==> src/rtl/core/ttl_probe_result_cache_unit_macros.svh <==
// assertion macros for the probe result cache
`ifndef TTL_PROBE_RESULT_CACHE_UNIT_MACROS_SVH
`define TTL_PROBE_RESULT_CACHE_UNIT_MACROS_SVH

`ifndef SYNTHESIS
// same-cycle implication
`define TPC_ASSERT_NOW(label, clk, rst, ante, cons) \
   label: assert property (@(posedge clk) disable iff (rst) (ante) |-> (cons)) \
      else $error("tpc assertion failed");
// next-cycle implication
`define TPC_ASSERT_NEXT(label, clk, rst, ante, cons) \
   label: assert property (@(posedge clk) disable iff (rst) (ante) |=> (cons)) \
      else $error("tpc assertion failed");
`else
`define TPC_ASSERT_NOW(label, clk, rst, ante, cons)
`define TPC_ASSERT_NEXT(label, clk, rst, ante, cons)
`endif

`endif

==> src/rtl/core/tpc_pkg.sv <==
// shared types and constants of the probe result cache
package tpc_pkg;

   // default sizes
   localparam int ENTRIES_DEF   = 8;
   localparam int KEY_BITS_DEF  = 64;
   localparam int TIME_BITS_DEF = 32;

   // fixed field widths
   localparam int FUNC_W     = 3;
   localparam int ADDR_KEY_W = 64;
   localparam int PORT_W     = 16;
   localparam int TTL_W      = 16;
   localparam int LIVE_W     = 4;
   localparam int CNT_W      = 64;

   localparam logic [TTL_W-1:0]  TTL_RESET = 16'd1000;
   localparam logic [LIVE_W-1:0] LIVE_MAX  = 4'd15;

   // function codes
   localparam logic [FUNC_W-1:0] FUNC_PROBE     = 3'd0;
   localparam logic [FUNC_W-1:0] FUNC_INVAL_ALL = 3'd1;
   localparam logic [FUNC_W-1:0] FUNC_INVAL_KEY = 3'd2;
   localparam logic [FUNC_W-1:0] FUNC_TICK      = 3'd3;
   localparam logic [FUNC_W-1:0] FUNC_COUNT     = 3'd4;

   // per-beat commands to every cell
   typedef struct packed {
      logic scan;       // probe lookup with caching on
      logic clear_all;
      logic clear_key;
      logic count;
   } ctl_type;

   // data rippling from cell to cell
   typedef struct packed {
      logic              hit;        // a live match sits in an earlier cell
      logic              hit_status; // status of that match
      logic              free_seen;  // an earlier cell is free or expired
      logic [LIVE_W-1:0] live_cnt;   // saturating count of live cells so far
   } chain_type;

endpackage

==> src/rtl/core/ttl_probe_result_cache_unit.sv <==
// top level of the fully associative probe result cache with entry lifetime
//
//  channel  direction  handshake             payload
//  req      in         req_valid/req_ready   func, address_key, address_present,
//                                            endpoint_port, has_rdma
//  rsp      out        rsp_valid/rsp_ready   status, from_cache, live_entries,
//                                            hit_total, miss_total
//  csr      in         csr_valid/csr_ready   ttl_ticks
//
// each item has an accept beat that registers it and an execute cycle that runs
// it through the cell row in one pass and loads the result register.
// one item is in flight at a time; the row of cells is the limit.
// a full result register stalls the execute cycle until the rsp beat goes.
// the next item is taken while a result still waits to be taken.
// reset clears valid bits, tick counter, hit and miss counters, ttl to 1000.
`include "ttl_probe_result_cache_unit_macros.svh"

module ttl_probe_result_cache_unit #(
   parameter int ENTRIES   = tpc_pkg::ENTRIES_DEF,
   parameter int KEY_BITS  = tpc_pkg::KEY_BITS_DEF,
   parameter int TIME_BITS = tpc_pkg::TIME_BITS_DEF
) (
   input  logic                           clock,
   input  logic                           reset,
   input  logic                           req_valid,
   output logic                           req_ready,
   input  logic [tpc_pkg::FUNC_W-1:0]     req_func,
   input  logic [tpc_pkg::ADDR_KEY_W-1:0] req_address_key,
   input  logic                           req_address_present,
   input  logic [tpc_pkg::PORT_W-1:0]     req_endpoint_port,
   input  logic                           req_has_rdma,
   output logic                           rsp_valid,
   input  logic                           rsp_ready,
   output logic                           rsp_status,
   output logic                           rsp_from_cache,
   output logic [tpc_pkg::LIVE_W-1:0]     rsp_live_entries,
   output logic [tpc_pkg::CNT_W-1:0]      rsp_hit_total,
   output logic [tpc_pkg::CNT_W-1:0]      rsp_miss_total,
   input  logic                           csr_valid,
   output logic                           csr_ready,
   input  logic [tpc_pkg::TTL_W-1:0]      csr_ttl_ticks
);

   localparam int SUM_BITS = (TIME_BITS > tpc_pkg::TTL_W) ? TIME_BITS : tpc_pkg::TTL_W;

   typedef enum logic [1:0] {
      ST_IDLE = 2'b01,
      ST_EXEC = 2'b10
   } state_type;

   state_type state_ff, state_in;

   // registered item
   logic [tpc_pkg::FUNC_W-1:0] func_ff;
   logic [KEY_BITS-1:0]        key_ff;
   logic                       present_ff;
   logic [tpc_pkg::PORT_W-1:0] port_ff;
   logic                       rdma_ff;

   logic [tpc_pkg::TTL_W-1:0] ttl_ff;
   logic [TIME_BITS-1:0]      now_ff, now_in;
   logic [tpc_pkg::CNT_W-1:0] hits_ff, hits_in;
   logic [tpc_pkg::CNT_W-1:0] misses_ff, misses_in;

   logic                        rsp_valid_ff, rsp_valid_in;
   logic                        status_ff, status_in;
   logic                        from_cache_ff, from_cache_in;
   logic [tpc_pkg::LIVE_W-1:0]  live_ff, live_in;

   logic                 req_beat;
   logic                 fire;
   logic                 is_probe;
   logic                 is_tick;
   logic                 is_count;
   logic                 caching_on;
   logic                 store_go;
   logic                 hit_go;
   logic                 miss_go;
   logic [SUM_BITS-1:0]  expiry_sum;
   logic [TIME_BITS-1:0] expiry_new;
   tpc_pkg::ctl_type     ctl;
   tpc_pkg::chain_type   chain [0:ENTRIES];

   assign req_ready = (state_ff == ST_IDLE);
   assign req_beat  = req_valid && req_ready;
   assign csr_ready = 1'b1;

   // execute once the result register is free or draining
   assign fire       = (state_ff == ST_EXEC) && (!rsp_valid_ff || rsp_ready);
   assign caching_on = (ttl_ff != '0);

   // function decode
   always_comb begin
      ctl      = '0;
      is_probe = 1'b0;
      is_tick  = 1'b0;
      is_count = 1'b0;
      unique case (func_ff)
         tpc_pkg::FUNC_PROBE: begin
            is_probe = 1'b1;
            ctl.scan = fire && caching_on;
         end
         tpc_pkg::FUNC_INVAL_ALL: begin
            ctl.clear_all = fire;
         end
         tpc_pkg::FUNC_INVAL_KEY: begin
            ctl.clear_key = fire;
         end
         tpc_pkg::FUNC_TICK: begin
            is_tick = 1'b1;
         end
         tpc_pkg::FUNC_COUNT: begin
            is_count  = 1'b1;
            ctl.count = fire;
         end
         default: begin
         end
      endcase
   end

   // new expiry time, wrapped to the tick width
   assign expiry_sum = SUM_BITS'(now_ff) + SUM_BITS'(ttl_ff);
   assign expiry_new = expiry_sum[TIME_BITS-1:0];

   assign hit_go   = ctl.scan && chain[ENTRIES].hit;
   assign miss_go  = ctl.scan && !chain[ENTRIES].hit;
   assign store_go = miss_go && present_ff;

   // row of entry cells
   assign chain[0] = '0;

   for (genvar i = 0; i < ENTRIES; i++) begin : g_cell
      logic fallback;
      if (i == 0) begin : g_first
         assign fallback = store_go && !chain[ENTRIES].free_seen;
      end else begin : g_rest
         assign fallback = 1'b0;
      end

      tpc_cell #(
         .KEY_BITS  (KEY_BITS),
         .TIME_BITS (TIME_BITS)
      ) u_cell (
         .clock      (clock),
         .reset      (reset),
         .ctl        (ctl),
         .key        (key_ff),
         .port       (port_ff),
         .present    (present_ff),
         .now        (now_ff),
         .expiry_new (expiry_new),
         .status_new (!rdma_ff),
         .store_go   (store_go),
         .fallback   (fallback),
         .chain_in   (chain[i]),
         .chain_out  (chain[i+1])
      );
   end

   // next state of control, counters and result
   always_comb begin
      state_in      = state_ff;
      rsp_valid_in  = rsp_valid_ff;
      now_in        = now_ff;
      hits_in       = hits_ff;
      misses_in     = misses_ff;
      status_in     = status_ff;
      from_cache_in = from_cache_ff;
      live_in       = live_ff;

      if (rsp_valid_ff && rsp_ready) begin
         rsp_valid_in = 1'b0;
      end

      unique case (state_ff)
         ST_IDLE: begin
            if (req_beat) begin
               state_in = ST_EXEC;
            end
         end
         ST_EXEC: begin
            if (fire) begin
               state_in      = ST_IDLE;
               rsp_valid_in  = 1'b1;
               status_in     = is_probe && (hit_go ? chain[ENTRIES].hit_status : !rdma_ff);
               from_cache_in = hit_go;
               live_in       = is_count ? chain[ENTRIES].live_cnt : '0;
               if (hit_go) begin
                  hits_in = hits_ff + 1'b1;
               end
               if (miss_go) begin
                  misses_in = misses_ff + 1'b1;
               end
               if (is_tick) begin
                  now_in = now_ff + 1'b1;
               end
            end
         end
         default: begin
            state_in = ST_IDLE;
         end
      endcase
   end

   // control registers
   always_ff @(posedge clock) begin
      if (reset) begin
         state_ff     <= ST_IDLE;
         rsp_valid_ff <= 1'b0;
         now_ff       <= '0;
         hits_ff      <= '0;
         misses_ff    <= '0;
         ttl_ff       <= tpc_pkg::TTL_RESET;
      end else begin
         state_ff     <= state_in;
         rsp_valid_ff <= rsp_valid_in;
         now_ff       <= now_in;
         hits_ff      <= hits_in;
         misses_ff    <= misses_in;
         if (csr_valid && csr_ready) begin
            ttl_ff <= csr_ttl_ticks;
         end
      end
   end

   // item and result payload
   always_ff @(posedge clock) begin
      if (req_beat) begin
         func_ff    <= req_func;
         key_ff     <= req_address_key[KEY_BITS-1:0];
         present_ff <= req_address_present;
         port_ff    <= req_endpoint_port;
         rdma_ff    <= req_has_rdma;
      end
      status_ff     <= status_in;
      from_cache_ff <= from_cache_in;
      live_ff       <= live_in;
   end

   assign rsp_valid        = rsp_valid_ff;
   assign rsp_status       = status_ff;
   assign rsp_from_cache   = from_cache_ff;
   assign rsp_live_entries = live_ff;
   assign rsp_hit_total    = hits_ff;
   assign rsp_miss_total   = misses_ff;

   // checks
   `TPC_ASSERT_NEXT(a_fire_gives_rsp, clock, reset, fire, rsp_valid_ff)
   `TPC_ASSERT_NEXT(a_hit_counts, clock, reset, hit_go, hits_ff == $past(hits_ff) + 1'b1)
   `TPC_ASSERT_NOW(a_hit_or_miss, clock, reset, hits_ff != $past(hits_ff), misses_ff == $past(misses_ff))
   `TPC_ASSERT_NOW(a_no_store_on_hit, clock, reset, hit_go, !store_go)

endmodule

==> src/rtl/core/tpc_cell.sv <==
// one cache entry cell with match, expiry and chain logic
module tpc_cell #(
   parameter int KEY_BITS  = tpc_pkg::KEY_BITS_DEF,
   parameter int TIME_BITS = tpc_pkg::TIME_BITS_DEF
) (
   input  logic                      clock,
   input  logic                      reset,
   input  tpc_pkg::ctl_type          ctl,
   input  logic [KEY_BITS-1:0]       key,
   input  logic [tpc_pkg::PORT_W-1:0] port,
   input  logic                      present,
   input  logic [TIME_BITS-1:0]      now,
   input  logic [TIME_BITS-1:0]      expiry_new,
   input  logic                      status_new,
   input  logic                      store_go,
   input  logic                      fallback,
   input  tpc_pkg::chain_type        chain_in,
   output tpc_pkg::chain_type        chain_out
);

   logic                       valid_ff, valid_in;
   logic [KEY_BITS-1:0]        key_ff;
   logic [tpc_pkg::PORT_W-1:0] port_ff;
   logic                       status_ff;
   logic [TIME_BITS-1:0]       expiry_ff;

   logic [TIME_BITS-1:0] diff;
   logic                 expired;
   logic                 live;
   logic                 key_eq;
   logic                 wr;

   // wrap-safe expiry test: now - expiry taken as signed, above zero
   assign diff    = now - expiry_ff;
   assign expired = (diff != '0) && !diff[TIME_BITS-1];
   assign live    = valid_ff && !expired;
   assign key_eq  = present && (key_ff == key) && (port_ff == port);

   // store into the first free or expired cell, or into cell 0 as fallback
   assign wr = (store_go && !live && !chain_in.free_seen) || fallback;

   // chain outputs
   always_comb begin
      chain_out.hit        = chain_in.hit || (ctl.scan && live && key_eq);
      chain_out.hit_status = chain_in.hit ? chain_in.hit_status : status_ff;
      chain_out.free_seen  = chain_in.free_seen || !live;
      if (live && (chain_in.live_cnt != tpc_pkg::LIVE_MAX)) begin
         chain_out.live_cnt = chain_in.live_cnt + 1'b1;
      end else begin
         chain_out.live_cnt = chain_in.live_cnt;
      end
   end

   // valid bit update
   always_comb begin
      valid_in = valid_ff;
      if (ctl.clear_all) begin
         valid_in = 1'b0;
      end
      if (ctl.clear_key && valid_ff && key_eq) begin
         valid_in = 1'b0;
      end
      // scans drop expired cells up to the hit; counts drop every expired cell
      if (((ctl.scan && !chain_in.hit) || ctl.count) && valid_ff && expired) begin
         valid_in = 1'b0;
      end
      if (wr) begin
         valid_in = 1'b1;
      end
   end

   always_ff @(posedge clock) begin
      if (reset) begin
         valid_ff <= 1'b0;
      end else begin
         valid_ff <= valid_in;
      end
   end

   // entry payload
   always_ff @(posedge clock) begin
      if (wr) begin
         key_ff    <= key;
         port_ff   <= port;
         status_ff <= status_new;
         expiry_ff <= expiry_new;
      end
   end

endmodule
==> config.mk <==
export PLATFORM = sky130hd
export DESIGN_NAME = ttl_probe_result_cache_unit
export DESIGN_NICKNAME = d
export VERILOG_FILES = /design/src/rtl/core/tpc_pkg.sv /design/src/rtl/core/ttl_probe_result_cache_unit.sv /design/src/rtl/core/tpc_cell.sv
export VERILOG_INCLUDE_DIRS = /design/src /design/src/rtl/core
export SDC_FILE = /design/constraint.sdc
export NUM_CORES = 2
export LEC_CHECK = 0
export BUFFER_PORTS_ARGS = -buffer_cell sky130_fd_sc_hd__buf_2
export CAP_MARGIN = 40
export CORE_ASPECT_RATIO = 1.5
export CORE_MARGIN = 2
export CORE_UTILIZATION = 35
export CTS_CLUSTER_SIZE = 10
export DETAILED_ROUTE_END_ITERATION = 10
export MAX_ROUTING_LAYER = met4
export SLEW_MARGIN = 25
export SYNTH_ARGS = -nofsm -noshare
export SYNTH_HDL_FRONTEND = slang
export SYNTH_SLANG_ARGS = --single-unit
==> constraint.sdc <==
create_clock -name clock -period 26.6 [get_ports clock]
set_input_delay 2.66 -clock clock [delete_from_list [all_inputs] [get_ports clock]]
set_output_delay 2.66 -clock clock [all_outputs]
set_load 0.02 [all_outputs]
======== Yosys cells after proc, flatten, opt, wreduce, memory -nomap -nowiden ========
Cells that the tools add are included.
word-level totals
  register bits after elaboration ......... 1182
  input bits .............................. 106
  word-level logic and storage cells ...... 364
operators by class
  add/sub/neg operators ................... 19
  equality and inequality tests ........... 31
  muxes and demuxes ....................... 54
  reductions and logical operators ........ 206
operator list
  operator                                                                  count
  64-bit == test                                                            8
  32-bit nonzero test                                                       8
  32-bit subtractor                                                         8
  64-bit by 1-bit adder with 64-bit output (second input constant)          2
  16-bit == test                                                            8
  1-bit logical AND                                                         118
  1-bit 2-to-1 mux                                                          44
  1-bit logical NOT                                                         41
  32-bit by 1-bit adder with 32-bit output (second input constant)          1
  32-bit by 16-bit adder with 32-bit output                                 1
  4-bit nonzero test                                                        8
  4-bit 2-to-1 mux                                                          7
  4-bit by 1-bit adder with 4-bit output (second input constant)            6
  1-bit logical OR                                                          24
  4-bit inequality test (second input constant)                             6
  16-bit nonzero test                                                       1
  3-bit AND reduction                                                       3
  3-bit by 2-bit == test with 1-bit output (second input constant)          2
  2-bit 2-to-1 mux                                                          2
  1-bit by 4-bit inequality test with 1-bit output (second input constant)  1
  2-bit case mux with 2 select lines                                        1
  2-bit AND reduction                                                       2
  3-bit by 1-bit == test with 1-bit output (second input constant)          1
  3-bit == test (second input constant)                                     1
  other kinds (6)                                                           6

======== Depth between registers and ports, before layout ========
  depth in word-level cells ............... 27
  depth in mapped cells ................... 37
  depth with buffers taken out ............ 36

======== By module ========
From an unflattened synthesis, not the netlist that was laid out.
unflattened totals
  cells, all modules ...................... 6305
  area, all modules ....................... 67428.4 um^2
modules (own cells, without submodules)
  module                            times used  cells an instance  area each (um^2)  sequential area each (um^2)
  tpc_cell at g_cell[1].u_cell ...  5           647                6985.4            3413.3
  tpc_cell at g_cell[6].u_cell ...  2           627                6875.3            3413.3
  ttl_probe_result_cache_unit       1           1161               11672.4           6316.1
  tpc_cell at g_cell[0].u_cell      1           655                7078.0            3413.3

======== Worst setup path after synthesis ========
OpenSTA, ideal clock, no wires.
  path kind ............................... register to register
  from .................................... register now_ff[1]
  to ...................................... register g_cell[2].u_cell.expiry_ff[0] (enable)
  library setup time ...................... 0.724 ns
  data arrival time ....................... 12.278 ns
  required time ........................... 25.876 ns
  slack ................................... 13.599 ns
  cell stages (with the launch flop) ...... 19
  path buffers ............................ 1
  clock period less this slack ............ 13.001 ns
  cells stage by stage .................... dfxtp_1 > inv_1 > fa_1 > nor2b_1 > o21ai_0 > a21oi_1 > o21a_1 > o2111a_1 > nand3_1 > a2111oi_0 > o21ai_0 > xnor2_1 > or4b_1 > o31ai_1 > and2_1 > clkbuf_1 > ha_1 > inv_1 > nor3_1
between the ends
  cells in the longest elaborated chain, start to end .. 19
RTL lines
  item                                                      line                                source
  start, declared                                           ttl_probe_result_cache_unit.sv:61   logic [TIME_BITS-1:0] now_ff, now_in;
  start signal, assigned                                    ttl_probe_result_cache_unit.sv:217  now_ff <= now_in;
  32-bit subtractor                                         tpc_cell.sv:34                      assign diff = now - expiry_ff;
  32-bit nonzero test or 1-bit logical NOT (tied branches)  tpc_cell.sv:35                      assign expired = (diff != '0) && !diff[TIME_BITS-1];
  1-bit logical AND                                         tpc_cell.sv:35
  1-bit logical NOT                                         tpc_cell.sv:36                      assign live = valid_ff && !expired;
  1-bit logical AND                                         tpc_cell.sv:36
  1-bit logical AND (2 in a row)                            tpc_cell.sv:44                      chain_out.hit = chain_in.hit || (ctl.scan && live && key_eq);
  1-bit logical OR (7 in a row)                             tpc_cell.sv:44
  1-bit logical NOT                                         ttl_probe_result_cache_unit.sv:126  assign miss_go = ctl.scan && !chain[ENTRIES].hit;
  1-bit logical AND                                         ttl_probe_result_cache_unit.sv:126
  1-bit logical AND                                         ttl_probe_result_cache_unit.sv:127  assign store_go = miss_go && present_ff;
  1-bit logical AND                                         tpc_cell.sv:40                      assign wr = (store_go && !live && !chain_in.free_seen) || fallback;
  1-bit logical AND (*)                                     tpc_cell.sv:40
  end signal, assigned                                      tpc_cell.sv:86                      expiry_ff <= expiry_new;
  end, declared                                             tpc_cell.sv:25                      logic [TIME_BITS-1:0] expiry_ff;
Every way passes the cells marked *; elsewhere a longest branch is shown, timed or not.
A chain may end at the register's enable or synchronous reset.

======== Worst setup path after layout ========
  from .................................... register now_ff[1]
  to ...................................... register live_ff, in the netlist rsp_live_entries[0] (data pin)
between the ends
  cells in the longest elaborated chain, start to end .. 27
RTL lines
  item                                                        line                                source
  branches (longest 26 deep; another with 32-bit subtractor)  n/a
  4-bit 2-to-1 mux (*)                                        tpc_cell.sv:47                      if (live && (chain_in.live_cnt != tpc_pkg::LIVE_MAX)) begin
  end signal, assigned                                        ttl_probe_result_cache_unit.sv:237  live_ff <= live_in;
  end, declared                                               ttl_probe_result_cache_unit.sv:68   logic [tpc_pkg::LIVE_W-1:0] live_ff, live_in;
Every way passes the cells marked *.

==> results.md <==
Synth:
- The netlist uses 122 different library cells.
- Counting flops with a built-in enable in the synthesized netlist gives 995.
- The synthesized netlist devotes 17.9% of its cell area to simple gates.
- Of the total synthesized cell area, the portion taken by full adders, half adders and majority gates is 5.35%.
- The net count of the mapped netlist is 6927.
- The number of warnings reported in the yosys synthesis log is 0.
- In the synthesized netlist, mux cells make up 1.25% of the area.
- The number of instances in the synthesized netlist is 6536.
- The dominant combinational cell family by area after synthesis is simple AND/OR/NAND/NOR gates.
- The sequential share of the synthesized area is 49.5%.
- The xor and xnor fraction of the mapped netlist area is 8.20%.
- Among all flip-flop cells after synthesis, the most frequent one is edfxtp_1.
- After synthesis, the mean cell area works out to 10.4 µm².
- By area the synthesized netlist is led by edfxtp_1 (44%), dfxtp_1 (5.5%), ha_1 (5.1%).
- In this run the biggest area consumer among cell types represents 44.0% of the synthesized area.
- The post-synthesis async set-or-reset flop share is 0%.
- The dominant cell type by area after synthesis is edfxtp_1.
- The area of the mapped netlist is 67900 µm².
- After synthesis the netlist holds a flip-flop and latch count of 1182.
- The synthesized netlist devotes 13.7% of its cell area to compound gates.

Cells and area:
- In the final layout, the share of cells above drive strength 1 is 11.6%.
- Measured on the finished design, the core utilization comes to 40.3%.
- From synthesis to final layout, the design area changed by 14.7%.
- After the last flow step, the layout net total stands at 7300.
- The finished cells cover 77900 µm².

Run status:
- The run finished with clean final reports.

Pwr:
- Combinational logic burns 5.9% of the power.
- Net switching is 24.0% of the power.
- The power density relative to cell area is 53.5 nW/µm².
- IR analysis of the VDD net gives a maximum drop of 0.0000874 V.
- For this design the static power due to leakage is 0.0299 µW.
- The net switching power figure is 1000 µW.
- The clock power share is 45.4%.
- The part of the total power dissipated in sequential elements is 48.7%.
- The internal power component is 3170 µW.
- The completed layout was analyzed and its total power is 4170 µW.

CTS:
- The maximum count of clock buffers along a single path is 4.
- In this run the clock root is driven by a clkbuf_16.
- The count of hold buffers inserted by post-cts repair is 0.
- Once the clock tree was built, the resizer swapped 0 gates to a different size.
- The number of clock buffers inserted by TritonCTS is 150.
- The CTS clock-pin slew for the worst setup and hold paths is 0.06 ns.
- The number of H-tree levels is 4.
- Buffers added to address setup during post-CTS repair amount to 0.
- TritonCTS built the clock tree.
- The clock insertion delay at the later pin of the skew report is 0.84 ns.
- Counting every sink on the clock net gives 1182.

Min path:
- The worst min-delay path category is reg -> reg.

GRT:
- The number of global-route vias before repair came to 54673.
- The aggregate global routing overflow is 0.
- The number of antenna violations at the first check in global routing is 14.
- Entering global routing, the biggest net connects 181 pins.
- The global-route usage over all layers is 27.9%.
- The first global-routing pass estimated 387000 µm of wire.

Timing:
- Setup violations remaining at the end of the flow were counted as 0.
- The tightest hold path in the finished design has a slack of 0.461 ns.
- Headroom to the max-slew limit came out at 34.9%.
- At the pin with the least slew margin, the transition time is 0.975 ns.
- On the final layout, the worst clock skew is 0.0819 ns.
- The final number of hold-violating endpoints is 0.
- Setup repair after global routing left no endpoint under its margin.
- The count of pins over their slew limit is 0.
- The peak clock frequency supported by timing is 92.7 MHz.
- In the finished design, the share of the clock period the worst path needs comes to 40.6%.
- In the final timing run, aggregate negative setup slack is 0 ns.
- After layout, the minimum clock period comes to 10.79 ns.

Floorplan:
- The height of the chip is 544 µm.
- The initial utilization of the core area, before any placement, comes to 35.1%.
- The die is 364 µm wide.
- The floorplan step defined a die boundary enclosing 198000 µm².
- After floorplanning, the core was sized to cover 193000 µm².
- The standard-cell row count is 198.
- During I/O placement, the number of pins put on the boundary was 243.

Routing:
- The number of iterations in the first detailed-routing pass is 6.
- Wires add up to 275000 µm.
- The total number of vias is 55482.
- The detailed router finished its first iteration with 4879 violations.
- After detailed routing, the wire length on met1 is 97500 µm.
- Dividing the detail-routed via count by the number of cells gives 5.78.
- The met3 wirelength from detailed routing is 16400 µm.
- The wire length per cell is 28.6 µm.
- After detailed routing, the met2 layer carries 136000 µm of wire.
- The highest metal layer carrying signal wires in the routed design is met4.
- Once detail routing completed, the nets flagged for antenna violations numbered 0.
- The DRC violation count after routing is 0.

Worst setup path:
- STA puts the critical path data required time at 27.13 ns.
- For this run, the slowest stage of the critical path takes 0.73 ns.
- The element type at the critical path start is a flop.
- The arrival time of data at the critical path endpoint is 11.32 ns.
- The cell type with the highest occurrence count on the critical path is ha_1.
- The type of element capturing the critical path is a flop.
- The critical path is of the reg -> reg type.
- The slowest stage of the critical path belongs to the cell a2111oi_0.
- Along the worst path, the maximum fanout reaches 12.

Place:
- The final weighted congestion in routability-driven placement is 1.01.
- The placed instances occupy a cell area of 73500 µm².
- Input and output buffers added on the ports amount to 241.
- The final HPWL from detailed placement is 203000 µm.

Run:
- Max-cap violations in this run came to 0.
[cell type report]
| type | instances | area, µm² |
|---|---|---|
| fill | 18836 | 116000 |
| sequential | 1182 | 33600 |
| multi-input combinational | 4625 | 31900 |
| clock buffer | 206 | 4140 |
| tap | 2600 | 3250 |
| timing repair buffer | 451 | 2930 |
| inverter | 499 | 1880 |
| clock inverter | 15 | 140 |
| antenna | 18 | 45.0 |
[Yosys cell counts, types with 24 or more instances]
library cell	instances
edfxtp_1	995
inv_1	494
nand2_1	438
nor2_1	418
a21oi_1	345
xor2_1	321
xnor2_1	310
ha_1	276
nand4_1	241
o21ai_0	227
clkbuf_1	195
dfxtp_1	187
nand3_1	180
nor4_1	168
nand2b_1	139
nor3_1	128
nor2b_1	122
a21o_1	120
and3_1	90
o21a_1	63
or4_1	58
o22ai_1	50
o2111ai_1	49
o31ai_1	46
or3_1	46
and2_1	44
mux2i_1	44
a31oi_1	40
o211ai_1	39
a211oi_1	35
and4_1	35
mux2_2	34
a2111oi_0	26
a21boi_0	26
o21bai_1	24
[flip-flops by register name, indices dropped and copies added, names as in the netlist, 4 cells and up]
signal                   flops
rsp_live_entries             4
rsp_hit_total               64
g_cell.u_cell.key_ff       512
now_ff                      32
g_cell.u_cell.status_ff      8
rsp_miss_total              64
g_cell.u_cell.valid_ff       8
g_cell.u_cell.expiry_ff    256
port_ff                     16
ttl_ff                      16
key_ff                      64
g_cell.u_cell.port_ff      128
[layer usage]
layer  GRT usage [%]  vias to the layer above
met4            21.3                        0
met5               -                        -
met1            29.1                    27257
met3            4.06                      798
met2            47.5                     2405
li1                -                    25022
[metrics by stage]
stage / std cells / worst slack (ns)
after floorplan: 6536 / 13.60
after global placement: 9329 / 15.83
after detailed placement: 9352 / 15.90
after CTS: 9573 / 15.83
after global routing: 9591 / 15.02
final: 9596 / 15.81
[power groups by stage]
| stage | Combinational, µW | Sequential (µW) | Clock (µW) |
|---|---|---|---|
| after detailed placement | 242 | 2070 | 0 |
| after floorplan | 106 | 2070 | 0 |
| final | 247 | 2030 | 1890 |
| after global placement | 241 | 2070 | 0 |
| after global routing | 253 | 2030 | 1980 |
| after CTS | 243 | 2030 | 1920 |
[layout by cell type, fill, tap and decap left out, types with 139 or more instances in the layout]
cell	Yosys	routed
nand2_1	438	438
dfxtp_1	187	187
xor2_1	321	320
o21ai_0	227	226
nand3_1	180	180
xnor2_1	310	290
ha_1	276	276
nor2_1	418	410
buf_2	17	246
nor4_1	168	160
inv_1	494	493
a21oi_1	345	345
buf_4	1	190
nand4_1	241	241
edfxtp_1	995	995
nand2b_1	139	139
clkbuf_16	0	156
[worst max-delay path: cells and delay by family, from the launching register on]
kind,cells,cell delay (ns)
AND/OR/NAND/NOR,7,1.94
AO/OA/AOI/OAI,12,3.42
buffers and inverters,3,0.69
adder cells (fa/ha/maj),7,2.33
multiplexers,3,0.89
XOR/XNOR,2,0.52
flip-flops,1,0.70
[logic make-up after synthesis]
| family | after synthesis |
|---|---|
| adders and majority gates | 285 |
| other | 1 |
| AOI/OAI and AO/OA | 1369 |
| xor gates and xnor gates | 633 |
| buffers and inverters | 729 |
| muxes | 80 |
| and+or+nand+nor | 2257 |
| DFF | 1182 |
[path summary, 6_finish.rpt]
path                                    startpoint                   to  slack (ns)  depth (start not counted)
worst min-delay path            rsp_miss_total[63]   rsp_miss_total[63]        0.46                          2
worst min register to register  rsp_miss_total[63]   rsp_miss_total[63]        0.46                          2
worst max-delay path                     now_ff[1]  rsp_live_entries[0]       15.81                         34
worst max register to register           now_ff[1]  rsp_live_entries[0]       15.81                         34
Note: power is estimated with default switching activity, not from simulation.
